<file path="src/hdl/assert_macros.svh">
// ----------------------------------------------------------------------------
// assert_macros.svh
// Assertion helpers shared by the RTL. Each macro expects clk and rst_n in
// scope and compiles to nothing for synthesis.
// ----------------------------------------------------------------------------
`ifndef ASSERT_MACROS_SVH
`define ASSERT_MACROS_SVH

`ifndef SYNTHESIS

// Same-cycle implication: when ante holds, cons holds in that cycle
`define SHA1MD_ASSERT_NOW(lbl, ante, cons) \
  lbl: assert property (@(posedge clk) disable iff (!rst_n) (ante) |-> (cons)) \
    else $error("sha1md assertion failed");

// Next-cycle implication: when ante holds, cons holds in the next cycle
`define SHA1MD_ASSERT_NEXT(lbl, ante, cons) \
  lbl: assert property (@(posedge clk) disable iff (!rst_n) (ante) |=> (cons)) \
    else $error("sha1md assertion failed");

`else

`define SHA1MD_ASSERT_NOW(lbl, ante, cons)
`define SHA1MD_ASSERT_NEXT(lbl, ante, cons)

`endif

`endif

</file>
<file path="src/hdl/sha1md_pkg.sv">
// ----------------------------------------------------------------------------
// sha1md_pkg
// Types and constants of the SHA-1 digest block: widths, initial chaining
// values, round constants and the sequencer state encoding.
// ----------------------------------------------------------------------------
package sha1md_pkg;

  localparam int WORD_W   = 32;
  localparam int BYTE_W   = 8;
  localparam int FILL_W   = 6;
  localparam int LEN_W    = 64;
  localparam int RND_W    = 7;
  localparam int IDX_W    = 3;
  localparam int NUM_H    = 5;
  localparam int NUM_W    = 16;

  localparam logic [FILL_W-1:0] FILL_LAST = 6'd63;
  localparam logic [FILL_W-1:0] LEN_START = 6'd56;
  localparam logic [RND_W-1:0]  ROUND_LAST   = 7'd79;
  localparam logic [RND_W-1:0]  SCHED_DIRECT = 7'd16;
  localparam logic [RND_W-1:0]  PHASE_1      = 7'd20;
  localparam logic [RND_W-1:0]  PHASE_2      = 7'd40;
  localparam logic [RND_W-1:0]  PHASE_3      = 7'd60;
  localparam logic [IDX_W-1:0]  WORD_LAST    = 3'd4;
  localparam logic [BYTE_W-1:0] PAD_BYTE     = 8'h80;
  localparam logic [LEN_W-1:0]  BITS_PER_BYTE = 64'd8;

  localparam logic [WORD_W-1:0] K_0 = 32'h5A827999;
  localparam logic [WORD_W-1:0] K_1 = 32'h6ED9EBA1;
  localparam logic [WORD_W-1:0] K_2 = 32'h8F1BBCDC;
  localparam logic [WORD_W-1:0] K_3 = 32'hCA62C1D6;

  localparam logic [WORD_W-1:0] H_INIT [NUM_H] = '{
    32'h67452301, 32'hEFCDAB89, 32'h98BADCFE, 32'h10325476, 32'hC3D2E1F0
  };

  // Working variables of the compression
  typedef struct packed {
    logic [WORD_W-1:0] a;
    logic [WORD_W-1:0] b;
    logic [WORD_W-1:0] c;
    logic [WORD_W-1:0] d;
    logic [WORD_W-1:0] e;
  } work_t;

  typedef enum logic [2:0] {
    ST_IDLE,
    ST_ROUND,
    ST_ADD,
    ST_PAD,
    ST_EMIT
  } state_t;

  // Padding phase: marker byte, zero fill, length bytes
  typedef enum logic [1:0] {
    PM_MARK,
    PM_ZERO,
    PM_LEN
  } pad_mode_t;

endpackage

</file>
<file path="src/hdl/sha1md_in_if.sv">
// ----------------------------------------------------------------------------
// sha1md_in_if
// Message byte channel: valid/ready handshake with byte, presence and
// end-of-message flags.
// ----------------------------------------------------------------------------
interface sha1md_in_if;
  import sha1md_pkg::*;

  logic              valid;
  logic              ready;
  logic [BYTE_W-1:0] data_byte;
  logic              byte_present;
  logic              end_of_message;

  modport source (output valid, output data_byte, output byte_present,
                  output end_of_message, input ready);
  modport sink   (input valid, input data_byte, input byte_present,
                  input end_of_message, output ready);
endinterface

</file>
<file path="src/hdl/sha1md_out_if.sv">
// ----------------------------------------------------------------------------
// sha1md_out_if
// Digest word channel: valid/ready handshake with one 32-bit digest word,
// its position and a last-word flag.
// ----------------------------------------------------------------------------
interface sha1md_out_if;
  import sha1md_pkg::*;

  logic              valid;
  logic              ready;
  logic [WORD_W-1:0] digest_word;
  logic [IDX_W-1:0]  word_index;
  logic              last_word;

  modport source (output valid, output digest_word, output word_index,
                  output last_word, input ready);
  modport sink   (input valid, input digest_word, input word_index,
                  input last_word, output ready);
endinterface

</file>
<file path="src/hdl/sha1md_round.sv">
// ----------------------------------------------------------------------------
// sha1md_round
// One SHA-1 round: selects the round function and constant from the round
// number and produces the next working variables.
// ----------------------------------------------------------------------------
module sha1md_round (
  input  logic [sha1md_pkg::RND_W-1:0]  rnd,
  input  sha1md_pkg::work_t             cur,
  input  logic [sha1md_pkg::WORD_W-1:0] w,
  output sha1md_pkg::work_t             nxt
);
  import sha1md_pkg::*;

  logic [WORD_W-1:0] f;
  logic [WORD_W-1:0] k;
  logic [WORD_W-1:0] rot_a;

  // Pick function and constant for the current twenty-round phase
  always_comb begin
    if (rnd < PHASE_1) begin
      f = (cur.b & cur.c) | (~cur.b & cur.d);
      k = K_0;
    end else if (rnd < PHASE_2) begin
      f = cur.b ^ cur.c ^ cur.d;
      k = K_1;
    end else if (rnd < PHASE_3) begin
      f = (cur.b & cur.c) | (cur.b & cur.d) | (cur.c & cur.d);
      k = K_2;
    end else begin
      f = cur.b ^ cur.c ^ cur.d;
      k = K_3;
    end
  end

  assign rot_a = {cur.a[26:0], cur.a[31:27]};

  // Advance the working variables
  always_comb begin
    nxt.a = rot_a + f + cur.e + k + w;
    nxt.b = cur.a;
    nxt.c = {cur.b[1:0], cur.b[31:2]};
    nxt.d = cur.c;
    nxt.e = cur.d;
  end

endmodule

</file>
<file path="src/hdl/sha1_message_digest.sv">
// ----------------------------------------------------------------------------
// sha1_message_digest
// SHA-1 digest of a byte stream. Bytes collect in a 16-word window that
// doubles as the message schedule; one shared round unit runs 80 times per
// block, and the final item triggers padding and five digest word transfers.
//
//   channel | dir | handshake        | payload
//   in_if   | in  | valid/ready      | data_byte, byte_present, end_of_message
//   out_if  | out | valid/ready      | digest_word, word_index, last_word
//
// Bytes are accepted while idle; the 64th byte of a block starts 80 rounds
// through the single round unit and a chaining add. The final item pushes the
// pad and length one byte per cycle, compressing each block filled, then
// offers five digest words, one per cycle while out_if.ready is high.
// in_if.ready is high only while idle. Reset is synchronous, active low, and
// leaves the initial chaining values with an empty message.
// ----------------------------------------------------------------------------
`include "assert_macros.svh"

module sha1_message_digest (
  input logic          clk,
  input logic          rst_n,
  sha1md_in_if.sink    in_if,
  sha1md_out_if.source out_if
);
  import sha1md_pkg::*;

  state_t            state_r, state_nxt;
  pad_mode_t         mode_r, mode_nxt;
  logic [WORD_W-1:0] win_r [NUM_W];
  logic [WORD_W-1:0] h_r [NUM_H];
  work_t             wv_r, wv_nxt, h_work;
  logic [FILL_W-1:0] fill_r;
  logic [LEN_W-1:0]  bitcnt_r;
  logic [LEN_W-1:0]  len_r;
  logic [RND_W-1:0]  rnd_r;
  logic [IDX_W-1:0]  emit_idx_r;
  logic              pad_r;
  logic              done_r;

  logic              push_en;
  logic [BYTE_W-1:0] push_val;
  logic              msg_end;
  logic              len_push;
  logic              done_set;
  logic [BYTE_W-1:0] len_byte;
  logic [WORD_W-1:0] sched_x;
  logic [WORD_W-1:0] sched_w;
  logic              out_xfer;

  assign out_xfer = out_if.valid && out_if.ready;

  // Length byte for the current fill position, most significant first
  assign len_byte = len_r[LEN_W-1 - BYTE_W*fill_r[2:0] -: BYTE_W];
  assign len_push = (mode_r == PM_LEN) || ((mode_r == PM_ZERO) && (fill_r == LEN_START));
  assign done_set = (state_r == ST_PAD) && len_push && (fill_r == FILL_LAST);

  // Schedule word from the circular window
  assign sched_x = win_r[13] ^ win_r[8] ^ win_r[2] ^ win_r[0];
  assign sched_w = (rnd_r < SCHED_DIRECT) ? win_r[0] : {sched_x[30:0], sched_x[31]};

  assign h_work = '{a: h_r[0], b: h_r[1], c: h_r[2], d: h_r[3], e: h_r[4]};

  sha1md_round u_round (
    .rnd (rnd_r),
    .cur (wv_r),
    .w   (sched_w),
    .nxt (wv_nxt)
  );

  // Sequencer: next state and byte push control
  always_comb begin
    state_nxt = state_r;
    mode_nxt  = mode_r;
    push_en   = 1'b0;
    push_val  = '0;
    msg_end   = 1'b0;
    case (state_r)
      ST_IDLE: begin
        if (in_if.valid) begin
          push_en  = in_if.byte_present;
          push_val = in_if.data_byte;
          if (in_if.end_of_message) begin
            msg_end   = 1'b1;
            mode_nxt  = PM_MARK;
            state_nxt = ST_PAD;
          end
          if (push_en && (fill_r == FILL_LAST)) begin
            state_nxt = ST_ROUND;
          end
        end
      end
      ST_ROUND: begin
        if (rnd_r == ROUND_LAST) begin
          state_nxt = ST_ADD;
        end
      end
      ST_ADD: begin
        if (done_r) begin
          state_nxt = ST_EMIT;
        end else if (pad_r) begin
          state_nxt = ST_PAD;
        end else begin
          state_nxt = ST_IDLE;
        end
      end
      ST_PAD: begin
        push_en = 1'b1;
        case (mode_r)
          PM_MARK: begin
            push_val = PAD_BYTE;
            mode_nxt = PM_ZERO;
          end
          PM_ZERO: begin
            if (len_push) begin
              push_val = len_byte;
              mode_nxt = PM_LEN;
            end
          end
          PM_LEN: begin
            push_val = len_byte;
          end
          default: begin
            push_val = '0;
          end
        endcase
        if (fill_r == FILL_LAST) begin
          state_nxt = ST_ROUND;
        end
      end
      ST_EMIT: begin
        if (out_if.ready && (emit_idx_r == WORD_LAST)) begin
          state_nxt = ST_IDLE;
        end
      end
      default: begin
        state_nxt = ST_IDLE;
      end
    endcase
  end

  // Hold control state
  always_ff @(posedge clk) begin
    if (!rst_n) begin
      state_r    <= ST_IDLE;
      mode_r     <= PM_MARK;
      fill_r     <= '0;
      bitcnt_r   <= '0;
      rnd_r      <= '0;
      emit_idx_r <= '0;
      pad_r      <= 1'b0;
      done_r     <= 1'b0;
    end else begin
      state_r <= state_nxt;
      mode_r  <= mode_nxt;
      if (push_en) begin
        fill_r <= fill_r + 1'b1;
      end
      if ((state_r == ST_IDLE) && push_en) begin
        bitcnt_r <= bitcnt_r + BITS_PER_BYTE;
      end
      if (state_r == ST_ROUND) begin
        rnd_r <= rnd_r + 1'b1;
      end else begin
        rnd_r <= '0;
      end
      if (msg_end) begin
        pad_r <= 1'b1;
      end
      if (done_set) begin
        done_r <= 1'b1;
      end
      if (out_xfer) begin
        if (emit_idx_r == WORD_LAST) begin
          emit_idx_r <= '0;
          bitcnt_r   <= '0;
          pad_r      <= 1'b0;
          done_r     <= 1'b0;
        end else begin
          emit_idx_r <= emit_idx_r + 1'b1;
        end
      end
    end
  end

  // Chaining words: add at block end, reload after the last transfer
  always_ff @(posedge clk) begin
    if (!rst_n) begin
      for (int i = 0; i < NUM_H; i++) begin
        h_r[i] <= H_INIT[i];
      end
    end else if (state_r == ST_ADD) begin
      h_r[0] <= h_r[0] + wv_r.a;
      h_r[1] <= h_r[1] + wv_r.b;
      h_r[2] <= h_r[2] + wv_r.c;
      h_r[3] <= h_r[3] + wv_r.d;
      h_r[4] <= h_r[4] + wv_r.e;
    end else if (out_xfer && (emit_idx_r == WORD_LAST)) begin
      for (int i = 0; i < NUM_H; i++) begin
        h_r[i] <= H_INIT[i];
      end
    end
  end

  // Window: shift bytes in while filling, rotate schedule words during rounds
  always_ff @(posedge clk) begin
    if (push_en) begin
      for (int i = 0; i < NUM_W-1; i++) begin
        win_r[i] <= {win_r[i][23:0], win_r[i+1][31:24]};
      end
      win_r[NUM_W-1] <= {win_r[NUM_W-1][23:0], push_val};
    end else if (state_r == ST_ROUND) begin
      for (int i = 0; i < NUM_W-1; i++) begin
        win_r[i] <= win_r[i+1];
      end
      win_r[NUM_W-1] <= sched_w;
    end
  end

  // Working variables and message length latch
  always_ff @(posedge clk) begin
    if (state_r == ST_ROUND) begin
      wv_r <= wv_nxt;
    end else begin
      wv_r <= h_work;
    end
    if (msg_end) begin
      len_r <= in_if.byte_present ? (bitcnt_r + BITS_PER_BYTE) : bitcnt_r;
    end
  end

  // Port drive
  assign in_if.ready        = (state_r == ST_IDLE);
  assign out_if.valid       = (state_r == ST_EMIT);
  assign out_if.digest_word = h_r[emit_idx_r];
  assign out_if.word_index  = emit_idx_r;
  assign out_if.last_word   = (emit_idx_r == WORD_LAST);

  // Checks
  `SHA1MD_ASSERT_NOW(a_no_overlap, in_if.ready, !out_if.valid)
  `SHA1MD_ASSERT_NEXT(a_round_to_add, rnd_r == ROUND_LAST, state_r == ST_ADD)
  `SHA1MD_ASSERT_NEXT(a_last_to_idle, out_xfer && out_if.last_word, in_if.ready && (fill_r == '0))
  `SHA1MD_ASSERT_NOW(a_emit_block_empty, out_if.valid, (fill_r == 6'd0) && done_r)

endmodule

</file>
<file path="src/flat_wrapper.sv">
// flat-port wrapper written by rule: the top's interface ports become plain ports
module sha1_message_digest_flat import sha1md_pkg::*;
  (clk, rst_n, in_if_valid, in_if_data_byte, in_if_byte_present, in_if_end_of_message, in_if_ready, out_if_valid, out_if_digest_word, out_if_word_index, out_if_last_word, out_if_ready);
  sha1md_in_if in_if_i ();
  sha1md_out_if out_if_i ();
  input logic clk;
  input logic rst_n;
  input wire logic [$bits(in_if_i.valid)-1:0] in_if_valid;
  input wire logic [$bits(in_if_i.data_byte)-1:0] in_if_data_byte;
  input wire logic [$bits(in_if_i.byte_present)-1:0] in_if_byte_present;
  input wire logic [$bits(in_if_i.end_of_message)-1:0] in_if_end_of_message;
  output wire logic [$bits(in_if_i.ready)-1:0] in_if_ready;
  output wire logic [$bits(out_if_i.valid)-1:0] out_if_valid;
  output wire logic [$bits(out_if_i.digest_word)-1:0] out_if_digest_word;
  output wire logic [$bits(out_if_i.word_index)-1:0] out_if_word_index;
  output wire logic [$bits(out_if_i.last_word)-1:0] out_if_last_word;
  input wire logic [$bits(out_if_i.ready)-1:0] out_if_ready;
  assign in_if_i.valid = in_if_valid;
  assign in_if_i.data_byte = in_if_data_byte;
  assign in_if_i.byte_present = in_if_byte_present;
  assign in_if_i.end_of_message = in_if_end_of_message;
  assign in_if_ready = in_if_i.ready;
  assign out_if_valid = out_if_i.valid;
  assign out_if_digest_word = out_if_i.digest_word;
  assign out_if_word_index = out_if_i.word_index;
  assign out_if_last_word = out_if_i.last_word;
  assign out_if_i.ready = out_if_ready;
  sha1_message_digest u_core (.clk(clk), .rst_n(rst_n), .in_if(in_if_i), .out_if(out_if_i));
endmodule
</file>
<file path="config.mk">
export PLATFORM = sky130hd
export DESIGN_NAME = sha1_message_digest_flat
export DESIGN_NICKNAME = d
export VERILOG_FILES = /design/src/hdl/sha1md_pkg.sv /design/src/hdl/sha1md_in_if.sv /design/src/hdl/sha1md_out_if.sv /design/src/hdl/sha1md_round.sv /design/src/hdl/sha1_message_digest.sv /design/src/flat_wrapper.sv
export VERILOG_INCLUDE_DIRS = /design/src /design/src/hdl
export SDC_FILE = /design/constraint.sdc
export NUM_CORES = 2
export LEC_CHECK = 0
export CAP_MARGIN = 25
export CORE_AREA = 2 2 308 310
export CTS_CLUSTER_DIAMETER = 100
export DETAILED_ROUTE_END_ITERATION = 10
export DIE_AREA = 0 0 310 312
export DONT_BUFFER_PORTS = 1
export GPL_TIMING_DRIVEN = 0
export HOLD_SLACK_MARGIN = 0.02
export PLACE_DENSITY = 0.77
export SLEW_MARGIN = 20
export SYNTH_ARGS = -nofsm -noshare
export SYNTH_HDL_FRONTEND = slang
export SYNTH_SLANG_ARGS = --single-unit
</file>
<file path="constraint.sdc">
create_clock -name clk -period 14.9 [get_ports clk]
set_input_delay 1.49 -clock clk [delete_from_list [all_inputs] [get_ports clk]]
set_output_delay 1.49 -clock clk [all_outputs]
set_load 0.02 [all_outputs]
</file>
==> Yosys cells after proc, flatten, opt, wreduce, memory -nomap -nowiden <==
Memory sizes are Yosys's and may differ from the RTL's. A register that Yosys moved wholly into a read port is not among the register bits.
Cells that the tools add are included.
{ "totals": {"register_bits": 311, "mem_bits_rw": 672, "word_cells": 190, "mem_count": 2} }
{ "memory_table": {"columns": ["memory", "depth", "width", "rd", "rd_ports_with_merged_regs", "wr", "line", "rtl"], "rows": [
  ["u_core.win_r", 16, 32, 16, 0, 16, "sha1_message_digest.sv:30", "logic [WORD_W-1:0] win_r [NUM_W];"],
  ["u_core.h_r", 5, 32, 6, 1, 5, "sha1_message_digest.sv:31", "logic [WORD_W-1:0] h_r [NUM_H];"]
]} }
{ "classes": {"addsub": 14, "n_lt_le_gt_ge": 4, "eq_ne": 18, "shift": 1, "n_mux": 83, "bitwise": 39, "n_reduce_logical": 15} }
{ "ops": {"columns": ["op", "n"], "rows": [
  ["32-bit two-way mux", 32],
  ["32-bit adder", 9],
  ["64-bit two-way mux", 4],
  ["160-bit two-way mux", 1],
  ["32-bit bitwise XOR", 5],
  ["32-bit AND", 4],
  ["32-bit bitwise OR", 3],
  ["71-bit by 33-bit indexed part select with 8-bit output", 1],
  ["64-bit by 4-bit adder with 64-bit output (second input constant)", 1],
  ["32-bit NOT", 1],
  ["31-bit two-way mux", 1],
  ["3-bit two-way mux", 10],
  ["1-bit bitwise OR", 26],
  ["8-bit one-hot mux with 3 select lines", 1],
  ["1-bit two-way mux", 23],
  ["8-bit two-way mux", 2],
  ["8-bit one-hot mux with 2 select lines", 1],
  ["3-bit one-hot mux with 5 select lines", 1],
  ["7-bit by 5-bit < comparator with 1-bit output (second input constant)", 2],
  ["7-bit by 6-bit < comparator with 1-bit output (second input constant)", 2],
  ["6-bit == test (second input constant)", 2],
  ["5-bit AND reduction", 2],
  ["3-bit by 2-bit inequality test with 1-bit output (second input constant)", 3],
  ["1-bit logical AND", 8],
  ["other kinds (20)", 29]
]} }

==> Longest topological paths before layout <==
{ "logic_depth": {"word_depth": 11, "ltp_mapped": 26} }

==> Cells and area by module <==
Synthesis repeated with hierarchy kept, for this count alone.
{ "hier_totals": {"hier_cells": 6035, "hier_area_um2": 56474.2} }
{ "by_module_without_submodules": {"columns": ["mod", "instances", "cells_per_inst", "area_per_inst_um2", "seq_area_each_um2"], "rows": [
  ["sha1_message_digest", 1, 5266, 49920.4, 26955.9],
  ["sha1md_round", 1, 769, 6553.8, 0.0]
]} }

==> Worst setup path before layout <==
No wires, ideal clock.
{ "synth_timing": {"kind": "input-to-reg", "from": "input in_if_byte_present", "to": "memory u_core.win_r[0][0] (enable)", "setup_ns": 3.632, "arrival_ns": 11.057, "t_required_ns": 11.268, "slack_ns": 0.211, "stages": 7, "n_path_buf": 4, "cell_sequence": "clkbuf_1 > and3_1 > clkbuf_1 > nor2_1 > clkbuf_1 > clkbuf_1 > nand2_1"} }
{ "synth_lines": {"columns": ["element", "line", "rtl"], "rows": [
  ["start: declaration", "flat_wrapper.sv:10", "input wire logic [$bits(in_if_i.byte_present)-1:0] in_if_byte_present;"],
  ["end: declaration", "sha1_message_digest.sv:30", null]
]} }

==> Worst setup path in the final report <==
{ "layout_timing": {"from": "register u_core.rnd_r[5]", "to": "register u_core.wv_r[158] in the netlist's numbering"} }
{ "layout_via": {"elab_chain_len": 9, "elab_cells_between_ends": 16, "cone_classes": "add/sub: 4; order compare: 4; mux: 8"} }
{ "layout_lines": {"columns": ["element", "line", "rtl"], "rows": [
  ["start: declaration", "sha1_message_digest.sv:36", "logic [RND_W-1:0] rnd_r;"],
  ["start signal: assignment", "sha1_message_digest.sv:163", "rnd_r <= rnd_r + 1'b1;"],
  ["7-bit by 6-bit < comparator with 1-bit output", "sha1md_round.sv:26", "end else if (rnd < PHASE_3) begin"],
  ["32-bit two-way mux", "sha1md_round.sv:26", null],
  ["32-bit two-way mux", "sha1md_round.sv:23", "end else if (rnd < PHASE_2) begin"],
  ["32-bit two-way mux", "sha1md_round.sv:20", "if (rnd < PHASE_1) begin"],
  ["32-bit adder (3 in series)", "sha1md_round.sv:39", "nxt.a = rot_a + f + cur.e + k + w;"],
  ["32-bit adder *", "sha1md_round.sv:39", null],
  ["160-bit two-way mux *", "sha1_message_digest.sv:222", "if (state_r == ST_ROUND) begin"],
  ["end signal: assignment", "sha1_message_digest.sv:223", "wv_r <= wv_nxt;"],
  ["end signal: assignment", "sha1_message_digest.sv:225", "wv_r <= h_work;"],
  ["end: declaration", "sha1_message_digest.sv:32", "work_t wv_r, wv_nxt, h_work;"]
]} }
Every way passes the cells marked *; elsewhere a longest branch is shown, timed or not.
A chain may end at the register's enable or synchronous reset.

==> results.yml <==
final_layout:
  num-fill-cells: 7475
  final_cell_mix: "nand2_1, edfxtp_1, nor2_1"
  syn_to_final_growth_pct: 10.5
  drive_gt1_frac: 0.0581
  nets: 6257
  fin_area_um2: 60600
  layout_commonest_cell: "nand2_1"
  fin_cells: 7244
place:
  place_area_um2: 56900
  port_buffers: 0
  dp.cells: 7041
  gp_congestion: 1.00
  dp_slack_ns: 7.19
  hpwlAfterDp_um: 127000
synth:
  synth_nets: 6122
  synth_ff_type: "edfxtp_1"
  async_reset_ff_frac: 0
  seq_area_frac_synth: 0.491
  syn-cell-area_um2: 54800
  yosysWarnings: 0
  synth_cell_types: 92
  yosysTopAreaCell: "edfxtp_1"
  synthTopCellsByArea: "edfxtp_1, nand2_1, dfxtp_1"
  ys_ff_latch: 980
  synth_top_area_share: 0.401
  synth-edff-count: 733
  avgSynthCellArea_um2: 9.52
  synth_cells: 5764
sta:
  fmax_ghz: 0.126
  timing.max_slew.rel_slack: 0.197
  fin_crit_ns: 7.96
  setup_viol: 0
  rsz0062_at_grt: "false"
  drv_slew: 0
  setup_slack_ns: 6.94
  tightest_slew_ns: 1.20
  hold_violations: 0
  post-route-period-util: 0.535
  clock_skew_ns: 0.0247
  whs_ns: 0.474
die:
  io_pins: 52
  fp.dieW_um: 310
  core_area_um2: 93000
  num_rows: 112
  die_h_um: 312
  die_area_um2: 96700
  start_util: 0.589
worst_setup_path:
  cp_cell_sequence: "buf_2, a41oi_4, nand2_1, clkbuf_1, buf_1, o32ai_1, nor2_1, fa_1, fa_1, inv_1, fa_1, inv_1, ha_1, a211oi_1, o211ai_1, nand3_1, o221ai_1, a221oi_1, a31oi_1, a31oi_1, xor2_1, o21ai_0"
  worstPathMaxFanout: 10
  endpoint_kind: "flip-flop"
  crit_arrival_ns: 8.52
  cp_slowest_cell: "buf_1"
  worstSetupPathType: "flip-flop to flip-flop"
  crit_top_cell: "fa_1"
  startpoint_type: "flip-flop"
  crit_required_ns: 15.46
  critPathMaxStageDelay_ns: 0.90
clock_tree:
  root_buffer: "clkbuf_16"
  cts_tree: "built"
  cts_buffers: 105
  cts_sinks: 980
  postCtsSetupBuffers: 0
  cts_resized: 0
  clk_latency_ns: 0.71
  hold_buffers: 0
  path_clk_slew_ns: 0.06
  htreeDepth: 3
  cts_buffer_depth: 3
grt:
  grt_pass1_vias: 41238
  antenna_found_initial: 10
  grt_pass1_wl_um: 252000
  busiest_layer: "met2"
  use_met3: 0.0785
  grt_overflow: 0
  grt_use_total: 0.348
  grt_max_degree: 58
  grtUsageMet2: 0.526
  use_met1: 0.489
status:
  status: "finished, final reports clean"
flow_run:
  drv_cap: 0
drt:
  dr.pass1.iters: 8
  wire_per_inst_um: 23.3
  drt-initial-drc-count: 6125
  route.detailed.drc: 0
  routed_via_density: 6.04
  antenna_left: 0
  postRouteWirelength_um: 168000
  vias: 43764
worst_hold_path:
  hold_path.class: "flip-flop to flip-flop"
[sequential cells by signal, indices dropped and copies added (netlist names), named ones only]
signal                    count
u_core.win_r                512
u_core.state_r                3
u_core.len_r                 61
u_core.pad_r                  1
u_core.fill_r                 6
u_core.done_r                 1
u_core.mode_r                 2
u_core.rnd_r                  7
u_core.bitcnt_r              61
u_core.out_if.word_index      3
u_core.wv_r                 160
u_core.h_r                  160
[cell type report]
cell class | instances | area [µm²] | share of cell area
flip-flops and latches | 980 | 27000 | 0.445
multi-input cells | 4303 | 26100 | 0.430
clock buffers | 150 | 3110 | 0.0514
well taps | 1254 | 1570 | 0.0259
plain buffers | 248 | 973 | 0.0161
inverters | 233 | 875 | 0.0144
clock inverters | 47 | 544 | 0.00898
repair buffers | 28 | 507 | 0.00836
diodes | 1 | 2.50 | 0.0000413
[cell usage after synthesis, types with 26 or more instances]
| cell | n |
|---|---|
| nor3_1 | 58 |
| xnor2_1 | 225 |
| clkbuf_1 | 208 |
| xor2_1 | 125 |
| a21o_1 | 73 |
| dfxtp_1 | 247 |
| mux2_2 | 37 |
| edfxtp_1 | 733 |
| a21oi_1 | 174 |
| o21a_1 | 45 |
| nand2b_1 | 34 |
| o21ai_0 | 217 |
| and3_1 | 32 |
| inv_1 | 230 |
| mux4_2 | 45 |
| nand2_1 | 2104 |
| fa_1 | 120 |
| nor2_1 | 288 |
| or3_1 | 30 |
| nand3_1 | 57 |
| a211oi_1 | 26 |
| and2_1 | 32 |
| nor2b_1 | 40 |
| nand4_1 | 26 |
| ha_1 | 224 |
[per-layer routing]
layer	wire, µm	vias up
met5	55	-
met4	7140	8
met3	20200	375
met2	74700	2515
met1	66300	21056
li1	-	19810
[through the flow]
| step | util | setup TNS, ns |
|---|---|---|
| after floorplan | - | 0 |
| after global placement | 0.606 | -2786.81 |
| after detailed placement | 0.612 | 0 |
| after CTS | 0.651 | 0 |
| after global routing | 0.651 | 0 |
| final | 0.651 | 0 |
[path summary, 6_finish.rpt]
path	cells after the start	endpoint	slack, ns	start
setup reg to reg	22	u_core.wv_r[158]	6.94	u_core.rnd_r[5]
hold reg to reg	1	u_core.rnd_r[0]	0.47	u_core.rnd_r[0]
setup / recovery	22	u_core.wv_r[158]	6.94	u_core.rnd_r[5]
hold / removal	1	u_core.rnd_r[0]	0.47	u_core.rnd_r[0]
[cell families (layout without fill, tap and decap cells)]
family / after synthesis / in the layout / share of synthesized area
fa+ha+maj: 344 / 344 / 0.0949
other cells: 0 / 1 / 0
mux: 101 / 101 / 0.0295
buf+inv: 481 / 706 / 0.0335
compound gates: 750 / 750 / 0.0891
flops: 980 / 980 / 0.491
simple gates: 2758 / 2758 / 0.206
xor+xnor: 350 / 350 / 0.0559
[worst max-delay path, delay by kind of cell, from the launching register on]
kind                     cells  cell delay, ns
flip-flops                   1            0.30
adder cells (fa/ha/maj)      4            1.86
AO/OA/AOI/OAI                9            2.74
XOR/XNOR                     1            0.17
buffers and inverters        5            1.87
AND/OR/NAND/NOR              3            0.83
Power is not shown: default switching activity piles up to over one toggle a cycle in this logic, so the estimate is an artifact.
